==> config.mk <==
export PLATFORM = sky130hd
export DESIGN_NAME = switch_motor_sequencer_with_alarm_top_flat
export DESIGN_NICKNAME = d
export VERILOG_FILES = /design/src/sv/smsa_pkg.sv /design/src/sv/smsa_if.sv /design/src/sv/smsa_seq.sv /design/src/sv/smsa_core.sv /design/src/sv/switch_motor_sequencer_with_alarm_top.sv /design/src/flat_wrapper.sv
export SDC_FILE = /design/constraint.sdc
export NUM_CORES = 1
export LEC_CHECK = 0
export BUFFER_PORTS_ARGS = -buffer_cell sky130_fd_sc_hd__clkbuf_2
export CAP_MARGIN = 0
export CORE_MARGIN = 2
export CORE_UTILIZATION = 45
export CTS_BUF_LIST = sky130_fd_sc_hd__clkbuf_16
export DETAILED_ROUTE_END_ITERATION = 12
export HOLD_SLACK_MARGIN = 0.05
export PLACE_DENSITY = 0.65
export SLEW_MARGIN = 20
export SYNTH_ARGS = -nofsm -noshare
export SYNTH_HDL_FRONTEND = slang
export SYNTH_SLANG_ARGS = --single-unit
==> constraint.sdc <==
create_clock -name clk -period 5 [get_ports clk]
set_clock_uncertainty 0.1 [all_clocks]
set_input_delay 1.5 -clock clk [delete_from_list [all_inputs] [get_ports clk]]
set_output_delay 1.5 -clock clk [all_outputs]
set_load 0.01 [all_outputs]
==> src/sv/smsa_pkg.sv <==
// Types, constants and helper functions shared by the switch motor sequencer.
// No dependencies; smsa_seq, smsa_core and the top refer to this package by scoped names.
package smsa_pkg;

  localparam int NUM_SEQ = 5;
  localparam int NUM_LINES = 12;

  // configuration register indexes
  localparam logic CFG_SLOW_BLINK = 1'b0;
  localparam logic CFG_FAST_BLINK = 1'b1;

  localparam logic [7:0] SLOW_BLINK_RESET = 8'd25;
  localparam logic [7:0] FAST_BLINK_RESET = 8'd3;

  // start sequencer step codes; other codes hold and drive nothing
  localparam logic [2:0] ST_BEGIN       = 3'd1;
  localparam logic [2:0] ST_BREAK_RELAY = 3'd2;
  localparam logic [2:0] ST_MAKE_RELAY  = 3'd3;
  localparam logic [2:0] ST_MAKE_MOS    = 3'd4;
  localparam logic [2:0] ST_DONE        = 3'd5;
  localparam logic [2:0] ST_RESTART     = 3'd6;

  // stop sequencer step codes
  localparam logic [1:0] SP_OPEN_MOS   = 2'd1;
  localparam logic [1:0] SP_OPEN_RELAY = 2'd2;
  localparam logic [1:0] SP_DONE       = 2'd3;

  // fault flag bit positions
  localparam int F_TIMEOUT = 0;
  localparam int F_OVERCUR = 1;
  localparam int F_RUN     = 2;
  localparam int F_CMD     = 3;

  typedef struct packed {
    logic [4:0] start_mask;
    logic [4:0] stop_mask;
    logic [3:0] fault_set_mask;
    logic       alarm_reset;
  } item_t;

  typedef struct packed {
    logic [11:0] drive_lines;
    logic        led_level;
    logic        alarm_relay;
    logic        alarm_latched;
    logic        timer_restart;
    logic [4:0]  active_commands;
  } result_t;

  typedef struct packed {
    logic       has_break;
    logic [3:0] brk_relay;
    logic [3:0] brk_mos;
    logic [3:0] mk_relay;
    logic [3:0] mk_mos;
    logic       restart_at4;
  } seq_desc_t;

  typedef seq_desc_t [NUM_SEQ-1:0] seq_desc_arr_t;

  // close, open, earth close, earth open, charge
  localparam seq_desc_arr_t SEQ_DESC = '{
    4: '{1'b1, 4'd10, 4'd11, 4'd8, 4'd9, 1'b1},
    3: '{1'b1, 4'd4,  4'd5,  4'd6, 4'd7, 1'b1},
    2: '{1'b1, 4'd6,  4'd7,  4'd4, 4'd5, 1'b1},
    1: '{1'b0, 4'd0,  4'd0,  4'd2, 4'd3, 1'b1},
    0: '{1'b0, 4'd0,  4'd0,  4'd0, 4'd1, 1'b0}
  };

  typedef struct packed {
    logic [7:0] count;
    logic       led;
  } blink_t;

  // one advance of the LED blink counter
  function automatic blink_t blink_step(blink_t cur, logic [7:0] period);
    blink_t res;
    res.count = cur.count + 8'd1;
    res.led   = cur.led;
    if (res.count >= period) begin
      res.count = 8'd0;
      res.led   = ~cur.led;
    end
    return res;
  endfunction

endpackage

==> src/sv/smsa_if.sv <==
// Valid/ready channel interfaces for tick items and result items.
// Depends on smsa_pkg for nothing but field widths kept in step with it.
interface smsa_in_if;
  logic       valid;
  logic       ready;
  logic [4:0] start_mask;
  logic [4:0] stop_mask;
  logic [3:0] fault_set_mask;
  logic       alarm_reset;

  modport source (output valid, start_mask, stop_mask, fault_set_mask, alarm_reset,
                  input ready);
  modport sink (input valid, start_mask, stop_mask, fault_set_mask, alarm_reset,
                output ready);
endinterface

interface smsa_out_if;
  logic        valid;
  logic        ready;
  logic [11:0] drive_lines;
  logic        led_level;
  logic        alarm_relay;
  logic        alarm_latched;
  logic        timer_restart;
  logic [4:0]  active_commands;

  modport source (output valid, drive_lines, led_level, alarm_relay, alarm_latched,
                  timer_restart, active_commands, input ready);
  modport sink (input valid, drive_lines, led_level, alarm_relay, alarm_latched,
                timer_restart, active_commands, output ready);
endinterface

==> src/sv/smsa_seq.sv <==
// One start/stop sequencer step acting on the chained drive latch word.
// Depends on smsa_pkg for step codes and the sequencer descriptor type.
module smsa_seq (
  input  smsa_pkg::seq_desc_t desc,
  input  logic                cmd_on,
  input  logic [2:0]          start_step,
  input  logic [1:0]          stop_step,
  input  logic [11:0]         lines_in,
  output logic [2:0]          start_nxt,
  output logic [1:0]          stop_nxt,
  output logic [11:0]         lines_out,
  output logic                restart
);

  always_comb begin
    start_nxt = start_step;
    stop_nxt  = stop_step;
    lines_out = lines_in;
    restart   = 1'b0;
    if (cmd_on) begin
      stop_nxt = smsa_pkg::SP_OPEN_MOS;
      case (start_step)
        smsa_pkg::ST_BEGIN: begin
          if (desc.has_break) begin
            lines_out[desc.brk_mos] = 1'b0;
            start_nxt = smsa_pkg::ST_BREAK_RELAY;
          end else begin
            lines_out[desc.mk_relay] = 1'b1;
            start_nxt = smsa_pkg::ST_MAKE_MOS;
          end
        end
        smsa_pkg::ST_BREAK_RELAY: begin
          if (desc.has_break) begin
            lines_out[desc.brk_relay] = 1'b0;
            start_nxt = smsa_pkg::ST_MAKE_RELAY;
          end
        end
        smsa_pkg::ST_MAKE_RELAY: begin
          if (desc.has_break) begin
            lines_out[desc.mk_relay] = 1'b1;
            start_nxt = smsa_pkg::ST_MAKE_MOS;
          end
        end
        smsa_pkg::ST_MAKE_MOS: begin
          lines_out[desc.mk_mos] = 1'b1;
          restart   = desc.restart_at4;
          start_nxt = smsa_pkg::ST_RESTART;
        end
        smsa_pkg::ST_RESTART: begin
          restart   = 1'b1;
          start_nxt = smsa_pkg::ST_DONE;
        end
        default: begin
        end
      endcase
    end else begin
      start_nxt = smsa_pkg::ST_BEGIN;
      case (stop_step)
        smsa_pkg::SP_OPEN_MOS: begin
          lines_out[desc.mk_mos] = 1'b0;
          stop_nxt = smsa_pkg::SP_OPEN_RELAY;
        end
        smsa_pkg::SP_OPEN_RELAY: begin
          lines_out[desc.mk_relay] = 1'b0;
          stop_nxt = smsa_pkg::SP_DONE;
        end
        default: begin
        end
      endcase
    end
  end

endmodule

==> src/sv/smsa_core.sv <==
// Tick state, configuration registers, LED/fault and alarm stages, and the
// chain of five sequencers. Depends on smsa_pkg and smsa_seq.
module smsa_core (
  input  logic              clk,
  input  logic              rst_n,
  input  logic              cfg_we,
  input  logic              cfg_index,
  input  logic [7:0]        cfg_wdata,
  input  logic              tick_en,
  input  smsa_pkg::item_t   item,
  output smsa_pkg::result_t result
);

  localparam int NS = smsa_pkg::NUM_SEQ;

  logic [7:0]  slow_r, fast_r;
  logic [4:0]  cmd_r, cmd_nxt;
  logic [3:0]  fault_r, fault_nxt;
  logic        rep_to_r, rep_to_nxt;
  logic        rep_oc_r, rep_oc_nxt;
  logic        lock_r, lock_nxt;
  logic [7:0]  blink_r;
  logic        led_r;
  logic        relay_r, relay_nxt;
  logic [11:0] drive_r;
  logic [2:0]  start_r [NS];
  logic [1:0]  stop_r [NS];

  smsa_pkg::blink_t blk;
  logic             cancel;
  logic [11:0]      lines [NS+1];
  logic [2:0]       start_in [NS];
  logic [1:0]       stop_in [NS];
  logic [2:0]       start_nxt [NS];
  logic [1:0]       stop_nxt [NS];
  logic [NS-1:0]    restarts;

  // command, LED and alarm stages, in tick order
  always_comb begin
    cmd_nxt    = (cmd_r | item.start_mask) & ~item.stop_mask;
    fault_nxt  = fault_r | item.fault_set_mask;
    rep_to_nxt = rep_to_r;
    rep_oc_nxt = rep_oc_r;
    lock_nxt   = lock_r;
    relay_nxt  = relay_r;
    blk.count  = blink_r;
    blk.led    = led_r;
    cancel     = 1'b0;

    if (fault_nxt[smsa_pkg::F_TIMEOUT]) begin
      blk    = smsa_pkg::blink_step(blk, slow_r);
      cancel = 1'b1;
    end
    if (fault_nxt[smsa_pkg::F_OVERCUR]) begin
      blk.led = 1'b1;
      cancel  = 1'b1;
    end
    if (rep_to_nxt) begin
      blk = smsa_pkg::blink_step(blk, slow_r);
    end else if (rep_oc_nxt) begin
      blk.led = 1'b1;
    end else if (fault_nxt[smsa_pkg::F_CMD] || fault_nxt[smsa_pkg::F_RUN]) begin
      blk = smsa_pkg::blink_step(blk, fast_r);
    end else begin
      blk.led   = 1'b0;
      relay_nxt = 1'b1;
    end
    if (cancel) begin
      cmd_nxt = 5'd0;
    end

    if (item.alarm_reset) begin
      relay_nxt  = 1'b1;
      fault_nxt  = 4'd0;
      lock_nxt   = 1'b0;
      rep_to_nxt = 1'b0;
      rep_oc_nxt = 1'b0;
    end else if (fault_nxt[2:0] != 3'd0) begin
      relay_nxt = 1'b0;
      if (fault_nxt[smsa_pkg::F_TIMEOUT]) begin
        if (rep_to_nxt) lock_nxt = 1'b1;
        rep_to_nxt = 1'b1;
        fault_nxt[smsa_pkg::F_TIMEOUT] = 1'b0;
      end else if (fault_nxt[smsa_pkg::F_OVERCUR]) begin
        if (rep_oc_nxt) lock_nxt = 1'b1;
        rep_oc_nxt = 1'b1;
        fault_nxt[smsa_pkg::F_OVERCUR] = 1'b0;
      end else begin
        lock_nxt = 1'b1;
      end
    end else if (fault_nxt == 4'd0 && !rep_to_nxt && !rep_oc_nxt) begin
      relay_nxt = 1'b1;
    end
  end

  assign lines[0] = drive_r;

  // sequencers run in order; earth close and earth open share latches
  for (genvar i = 0; i < NS; i++) begin : g_seq
    assign start_in[i] = cancel ? smsa_pkg::ST_BEGIN : start_r[i];
    assign stop_in[i]  = cancel ? smsa_pkg::SP_OPEN_MOS : stop_r[i];

    smsa_seq u_seq (
      .desc       (smsa_pkg::SEQ_DESC[i]),
      .cmd_on     (cmd_nxt[i]),
      .start_step (start_in[i]),
      .stop_step  (stop_in[i]),
      .lines_in   (lines[i]),
      .start_nxt  (start_nxt[i]),
      .stop_nxt   (stop_nxt[i]),
      .lines_out  (lines[i+1]),
      .restart    (restarts[i])
    );
  end

  always_ff @(posedge clk) begin
    if (!rst_n) begin
      slow_r <= smsa_pkg::SLOW_BLINK_RESET;
      fast_r <= smsa_pkg::FAST_BLINK_RESET;
    end else if (cfg_we) begin
      case (cfg_index)
        smsa_pkg::CFG_SLOW_BLINK: slow_r <= cfg_wdata;
        smsa_pkg::CFG_FAST_BLINK: fast_r <= cfg_wdata;
        default: begin
        end
      endcase
    end
  end

  always_ff @(posedge clk) begin
    if (!rst_n) begin
      cmd_r    <= 5'd0;
      fault_r  <= 4'd0;
      rep_to_r <= 1'b0;
      rep_oc_r <= 1'b0;
      lock_r   <= 1'b0;
      blink_r  <= 8'd0;
      led_r    <= 1'b0;
      relay_r  <= 1'b0;
      drive_r  <= 12'd0;
      for (int i = 0; i < NS; i++) begin
        start_r[i] <= smsa_pkg::ST_BEGIN;
        stop_r[i]  <= smsa_pkg::SP_OPEN_MOS;
      end
    end else if (tick_en) begin
      cmd_r    <= cmd_nxt;
      fault_r  <= fault_nxt;
      rep_to_r <= rep_to_nxt;
      rep_oc_r <= rep_oc_nxt;
      lock_r   <= lock_nxt;
      blink_r  <= blk.count;
      led_r    <= blk.led;
      relay_r  <= relay_nxt;
      drive_r  <= lines[NS];
      for (int i = 0; i < NS; i++) begin
        start_r[i] <= start_nxt[i];
        stop_r[i]  <= stop_nxt[i];
      end
    end
  end

  assign result.drive_lines     = lines[NS];
  assign result.led_level       = blk.led;
  assign result.alarm_relay     = relay_nxt;
  assign result.alarm_latched   = lock_nxt;
  assign result.timer_restart   = |restarts;
  assign result.active_commands = cmd_nxt;

endmodule

==> src/sv/switch_motor_sequencer_with_alarm_top.sv <==
// A result passes the input register, then the result register, after its tick
// transaction is accepted. Throughput: one tick per cycle unless out_ch stalls.
// The tick state update sits between the two registers and sets the rate.
// Reset (rst_n low, synchronous): both channels empty, tick state cleared,
// blink periods back to 25 and 3 ticks.
// Depends on smsa_pkg, smsa_if and smsa_core.
module switch_motor_sequencer_with_alarm_top (
  input  logic       clk,
  input  logic       rst_n,
  smsa_in_if.sink    in_ch,
  smsa_out_if.source out_ch,
  input  logic       cfg_we,
  input  logic       cfg_index,
  input  logic [7:0] cfg_wdata
);

  logic              s1_valid_r, s1_valid_nxt;
  smsa_pkg::item_t   s1_item_r;
  logic              out_valid_r, out_valid_nxt;
  smsa_pkg::result_t out_res_r;
  smsa_pkg::result_t res;
  logic              out_free, s1_move, in_take;

  assign out_free = !out_valid_r || out_ch.ready;
  assign s1_move  = s1_valid_r && out_free;
  // no transaction is taken while reset is held
  assign in_ch.ready = rst_n && (!s1_valid_r || out_free);
  assign in_take  = in_ch.valid && in_ch.ready;

  always_comb begin
    s1_valid_nxt = s1_valid_r;
    if (in_take) s1_valid_nxt = 1'b1;
    else if (s1_move) s1_valid_nxt = 1'b0;
    out_valid_nxt = out_valid_r;
    if (s1_move) out_valid_nxt = 1'b1;
    else if (out_ch.ready) out_valid_nxt = 1'b0;
  end

  always_ff @(posedge clk) begin
    if (!rst_n) begin
      s1_valid_r  <= 1'b0;
      out_valid_r <= 1'b0;
    end else begin
      s1_valid_r  <= s1_valid_nxt;
      out_valid_r <= out_valid_nxt;
    end
  end

  always_ff @(posedge clk) begin
    if (in_take) begin
      s1_item_r.start_mask     <= in_ch.start_mask;
      s1_item_r.stop_mask      <= in_ch.stop_mask;
      s1_item_r.fault_set_mask <= in_ch.fault_set_mask;
      s1_item_r.alarm_reset    <= in_ch.alarm_reset;
    end
    if (s1_move) begin
      out_res_r <= res;
    end
  end

  smsa_core u_core (
    .clk       (clk),
    .rst_n     (rst_n),
    .cfg_we    (cfg_we),
    .cfg_index (cfg_index),
    .cfg_wdata (cfg_wdata),
    .tick_en   (s1_move),
    .item      (s1_item_r),
    .result    (res)
  );

  assign out_ch.valid           = out_valid_r;
  assign out_ch.drive_lines     = out_res_r.drive_lines;
  assign out_ch.led_level       = out_res_r.led_level;
  assign out_ch.alarm_relay     = out_res_r.alarm_relay;
  assign out_ch.alarm_latched   = out_res_r.alarm_latched;
  assign out_ch.timer_restart   = out_res_r.timer_restart;
  assign out_ch.active_commands = out_res_r.active_commands;

endmodule

==> src/flat_wrapper.sv <==
// flat-port wrapper written by rule: the top's interface ports become plain ports
module switch_motor_sequencer_with_alarm_top_flat 
  (clk, rst_n, cfg_we, cfg_index, cfg_wdata, in_ch_valid, in_ch_start_mask, in_ch_stop_mask, in_ch_fault_set_mask, in_ch_alarm_reset, in_ch_ready, out_ch_valid, out_ch_drive_lines, out_ch_led_level, out_ch_alarm_relay, out_ch_alarm_latched, out_ch_timer_restart, out_ch_active_commands, out_ch_ready);
  smsa_in_if in_ch_i ();
  smsa_out_if out_ch_i ();
  input  logic clk;
  input  logic rst_n;
  input  logic cfg_we;
  input  logic cfg_index;
  input  logic [7:0] cfg_wdata;
  input wire logic [$bits(in_ch_i.valid)-1:0] in_ch_valid;
  input wire logic [$bits(in_ch_i.start_mask)-1:0] in_ch_start_mask;
  input wire logic [$bits(in_ch_i.stop_mask)-1:0] in_ch_stop_mask;
  input wire logic [$bits(in_ch_i.fault_set_mask)-1:0] in_ch_fault_set_mask;
  input wire logic [$bits(in_ch_i.alarm_reset)-1:0] in_ch_alarm_reset;
  output wire logic [$bits(in_ch_i.ready)-1:0] in_ch_ready;
  output wire logic [$bits(out_ch_i.valid)-1:0] out_ch_valid;
  output wire logic [$bits(out_ch_i.drive_lines)-1:0] out_ch_drive_lines;
  output wire logic [$bits(out_ch_i.led_level)-1:0] out_ch_led_level;
  output wire logic [$bits(out_ch_i.alarm_relay)-1:0] out_ch_alarm_relay;
  output wire logic [$bits(out_ch_i.alarm_latched)-1:0] out_ch_alarm_latched;
  output wire logic [$bits(out_ch_i.timer_restart)-1:0] out_ch_timer_restart;
  output wire logic [$bits(out_ch_i.active_commands)-1:0] out_ch_active_commands;
  input wire logic [$bits(out_ch_i.ready)-1:0] out_ch_ready;
  assign in_ch_i.valid = in_ch_valid;
  assign in_ch_i.start_mask = in_ch_start_mask;
  assign in_ch_i.stop_mask = in_ch_stop_mask;
  assign in_ch_i.fault_set_mask = in_ch_fault_set_mask;
  assign in_ch_i.alarm_reset = in_ch_alarm_reset;
  assign in_ch_ready = in_ch_i.ready;
  assign out_ch_valid = out_ch_i.valid;
  assign out_ch_drive_lines = out_ch_i.drive_lines;
  assign out_ch_led_level = out_ch_i.led_level;
  assign out_ch_alarm_relay = out_ch_i.alarm_relay;
  assign out_ch_alarm_latched = out_ch_i.alarm_latched;
  assign out_ch_timer_restart = out_ch_i.timer_restart;
  assign out_ch_active_commands = out_ch_i.active_commands;
  assign out_ch_i.ready = out_ch_ready;
  switch_motor_sequencer_with_alarm_top u_core (.clk(clk), .rst_n(rst_n), .in_ch(in_ch_i), .out_ch(out_ch_i), .cfg_we(cfg_we), .cfg_index(cfg_index), .cfg_wdata(cfg_wdata));
endmodule
==> results.tsv <==
stage	metric	value	unit
grt	grt_pass1_wl	22910	um
power_and_ir_drop	intPower	1.874	mW
placed_design	dp.cells	834	
setup_path	r2r_end	u_core.u_core.blink_r[6]	
logic_synthesis	synthDistinctLibCells	66	
timing	tightest_slew	846.6	ps
power_and_ir_drop	p_sw_share	23.54	%
route	wl_per_cell	16.03	um
cells_and_area	final_core_util	55.50	%
die	die_h	118.6	um
cells_and_area	final_nets	751	
route	first_pass_iters	5	
logic_synthesis	synth-adder-area-share	9.016	%
cts	max-clock-path-buffers	2	
grt	grt_use_met2	32.61	%
setup_path	worstSetupPathType	flip-flop to flip-flop	
grt	use_met3	5.261	%
die	fp.dieW	118.6	um
route	vias	4695	
power_and_ir_drop	cellPowerDensity	347.2	nW/um2
cts	cts_made_buffers	17	
cts	cts_tree	yes	
setup_path	crit_path_start_kind	flip-flop	
logic_synthesis	synth_edf_count	61	
route	antenna_left	0	
logic_synthesis	yosys-top-cells-count	99 x nand2_1, 61 x edfxtp_1, 58 x nor2_1	
power_and_ir_drop	p_switching	577.2	uW
logic_synthesis	synth_ff_type	edfxtp_1	
cells_and_area	diodes	0	
placed_design	gp_congestion	0.8861	
power_and_ir_drop	pwr-share-comb	9.1	%
power_and_ir_drop	p_leak	2.937	nW
flow_run	drv_cap	0	
cts	htree_num_levels	4	
cts	root_buffer	clkbuf_16	
timing	slew_viol_final	0	
setup_path	cpPeakStageDelay	420	ps
die	num_rows	41	
die	start_util	46.47	%
logic_synthesis	synth-simple-area-share	20.04	%
setup_path	r2r_setup_slack	330	ps
logic_synthesis	yosysMostFrequentCell	nand2_1	
cells_and_area	syn2layout_area_growth	19.43	%
placed_design	dp_hpwl	9964	um
logic_synthesis	syn_area_per_cell	9.597	um2
grt	antenna_found_initial	0	
logic_synthesis	synth_fp_nets	686	
route	viasPerCell	5.421	
route	drt-initial-drc-count	347	
power_and_ir_drop	power_frac_seq	42.6	%
logic_synthesis	synth_top_area_share	30.98	%
logic_synthesis	synth_area	5912	um2
setup_path	reg2reg_depth	19	
die	coreArea	12720	um2
setup_path	critPathSlowestCell	or3_1	
worst_hold_path	min_delay_path_depth	2	
logic_synthesis	synth_seq_cells	113	
grt	grt-busiest-layer	met2	
timing	hold_viol	0	
logic_synthesis	synth_top_family_by_area	simple AND/OR/NAND/NOR gates	
setup_path	required	5240	ps
timing	tns	0	ps
grt	met1_usage	27.82	%
worst_hold_path	worst_hold_path.endpoint	u_core.u_core.drive_r[10]	
setup_path	end_kind	flip-flop	
logic_synthesis	synth_warnings	0	
worst_hold_path	hp-class	flip-flop to flip-flop	
timing	timing.fmax	214.1	MHz
grt	grt_max_degree	43	
setup_path	path_cells	and3_1 > nand3_1 > xnor2_2 > ha_1 > nand4_1 > nor2_2 > a21oi_2 > buf_4 > a21o_1 > a32o_1 > a221oi_1 > nor2_1 > ha_1 > or3_1 > or3_1 > o22a_1 > a21o_1 > o21a_1 > o21ai_0	
die	die_area	14070	um2
cells_and_area	stdcell_count	866	
cells_and_area	drive_above_1_share	19.31	%
grt	grt_use_total	20.92	%
placed_design	port_buffers	51	
route	drt-total-wl	13880	um
setup_path	crit_path_max_fanout	7	
logic_synthesis	synth_cells	616	
logic_synthesis	yosys-top-cells-area	edfxtp_1 31%, dfxtp_1 18%, ha_1 8.7%	
logic_synthesis	synth_compound_area_share	14.88	%
run_status	status	complete, no violations	
die	ioPinCount	52	
timing	holdWs	324.4	ps
logic_synthesis	synthXorXnorAreaFrac	2.815	%
setup_path	startpoint	u_core.u_core.blink_r[2]	
logic_synthesis	async_flop_share	0	%
cts	path_clk_slew	50	ps
cts	cts_hold_buffers	0	
setup_path	r2r-start	u_core.u_core.blink_r[2]	
power_and_ir_drop	ir_drop	242.4	uV
cts	clock_latency	420	ps
logic_synthesis	yosysTopAreaCell	edfxtp_1	
logic_synthesis	synth.area.mux_share	0.6984	%
power_and_ir_drop	p_clk_share	48.4	%
logic_synthesis	seq_area_frac_synth	48.59	%
timing	layout_min_cycle_time	4672	ps
setup_path	worstPathArrival	4920	ps
grt	grt_overflow	0	
worst_hold_path	hold_start	u_core.u_core.drive_r[10]	
timing	setup_viol	0	
route	drc	0	
timing	finalCritPeriodShare	93.43	%
timing	maxSlewHeadroom	43.56	%
cts	cts.sinks	113	
grt	grt_pass1_vias	4536	
## placed cells by master (no fill, tap or decap), types with 17 or more instances in the layout
master	Yosys	final
ha_1	41	40
nand2_1	99	99
edfxtp_1	61	61
a21boi_0	20	20
o21ai_0	21	18
buf_4	1	21
dfxtp_1	52	49
a21oi_1	28	27
nor2_1	58	57
clkbuf_16	0	17
inv_1	30	31
clkbuf_2	0	51
## sequential cells by signal, indices dropped and copies added (netlist names)
name	cells
u_core.out_ch.timer_restart	1
u_core.u_core.rep_oc_r	1
u_core.u_core.lock_r	1
u_core.u_core.fast_r	8
u_core.out_ch.drive_lines	12
u_core.u_core.cmd_r	5
u_core.s1_item_r	15
u_core.u_core.slow_r	8
u_core.u_core.led_r	1
u_core.u_core.relay_r	1
u_core.out_ch.led_level	1
u_core.u_core.stop_r	10
u_core.u_core.rep_to_r	1
u_core.u_core.blink_r	8
u_core.s1_valid_r	1
u_core.out_ch.alarm_relay	1
u_core.out_ch.valid	1
u_core.out_ch.alarm_latched	1
u_core.u_core.start_r	15
u_core.u_core.drive_r	12
u_core.out_ch.active_commands	5
u_core.u_core.fault_r	4
## kinds of logic (layout without fill, tap and decap cells)
group                    after synthesis  count (layout)
adder cells (fa/ha/maj)               43              43
XOR/XNOR                              19              19
flip-flops                           113             113
AND/OR/NAND/NOR                      249             249
multiplexers                           4               4
AO/OA/AOI/OAI                        130             130
buffers and inverters                 58             136
## routing by layer
metal | wire length, um | vias to the layer above | part of all wire (%)
met5 | 0 | - | 0
li1 | - | 2308 | -
met3 | 808 | 24 | 5.8
met1 | 6372 | 2214 | 46
met2 | 6438 | 149 | 46
met4 | 264 | 0 | 1.9
## power by group through the flow
| stage | sequential [mW] | clock [mW] | combinational, mW |
|---|---|---|---|
| 2_1_floorplan | 1.06 | 0 | 0.141 |
| 3_3_place_gp | 1.06 | 0 | 0.215 |
| 3_5_place_dp | 1.06 | 0 | 0.218 |
| 4_1_cts | 1.04 | 1.20 | 0.220 |
| 5_1_grt | 1.05 | 1.24 | 0.252 |
| 6_report | 1.04 | 1.19 | 0.222 |
## worst max-delay path, delay by kind of cell (launching register included)
kind / cells / cell delay (ps)
xor+xnor: 1 / 190
simple gates: 7 / 1590
fa+ha+maj: 2 / 540
buf+inv: 1 / 180
compound gates: 8 / 1590
flops: 1 / 390
## worst max path at each step
stage	to	slack, ps	depth (start not counted)
2_1_floorplan	u_core.u_core.blink_r[6]	70	22
3_3_place_gp	u_core.u_core.blink_r[6]	150	21
3_5_place_dp	u_core.u_core.blink_r[6]	-60	22
4_1_cts	u_core.u_core.blink_r[6]	20	22
5_1_grt	u_core.u_core.blink_r[6]	-5	21
6_report	u_core.u_core.blink_r[6]	330	19
## timing repair
action,CTS,global route
gates cloned,0,0
endpoints found under the setup margin,2,10
setup buffers,0,0
pin swaps,0,1
resized for setup,1,14
## stage by stage
| stage | cell area [um2] | power, mW | worst slack, ps |
|---|---|---|---|
| after floorplan | 5912 | 1.200 | 70.71 |
| after global placement | 6426 | 1.274 | 153.7 |
| after detailed placement | 6426 | 1.280 | -56.12 |
| after CTS | 7007 | 2.461 | 17.03 |
| after global routing | 7061 | 2.543 | -5.276 |
| final | 7061 | 2.452 | 328.3 |
## final cells by class
cell class | instances | area [um2]
Multi-Input combinational cell | 445 | 2860
Fill cell | 1161 | 5662
Tap cell | 172 | 215.2
Clock inverter | 15 | 150.1
Inverter | 32 | 120.1
Clock buffer | 17 | 425.4
Sequential cell | 113 | 2877
Timing Repair Buffer | 72 | 412.9
Note: power is estimated with default switching activity, not from simulation.
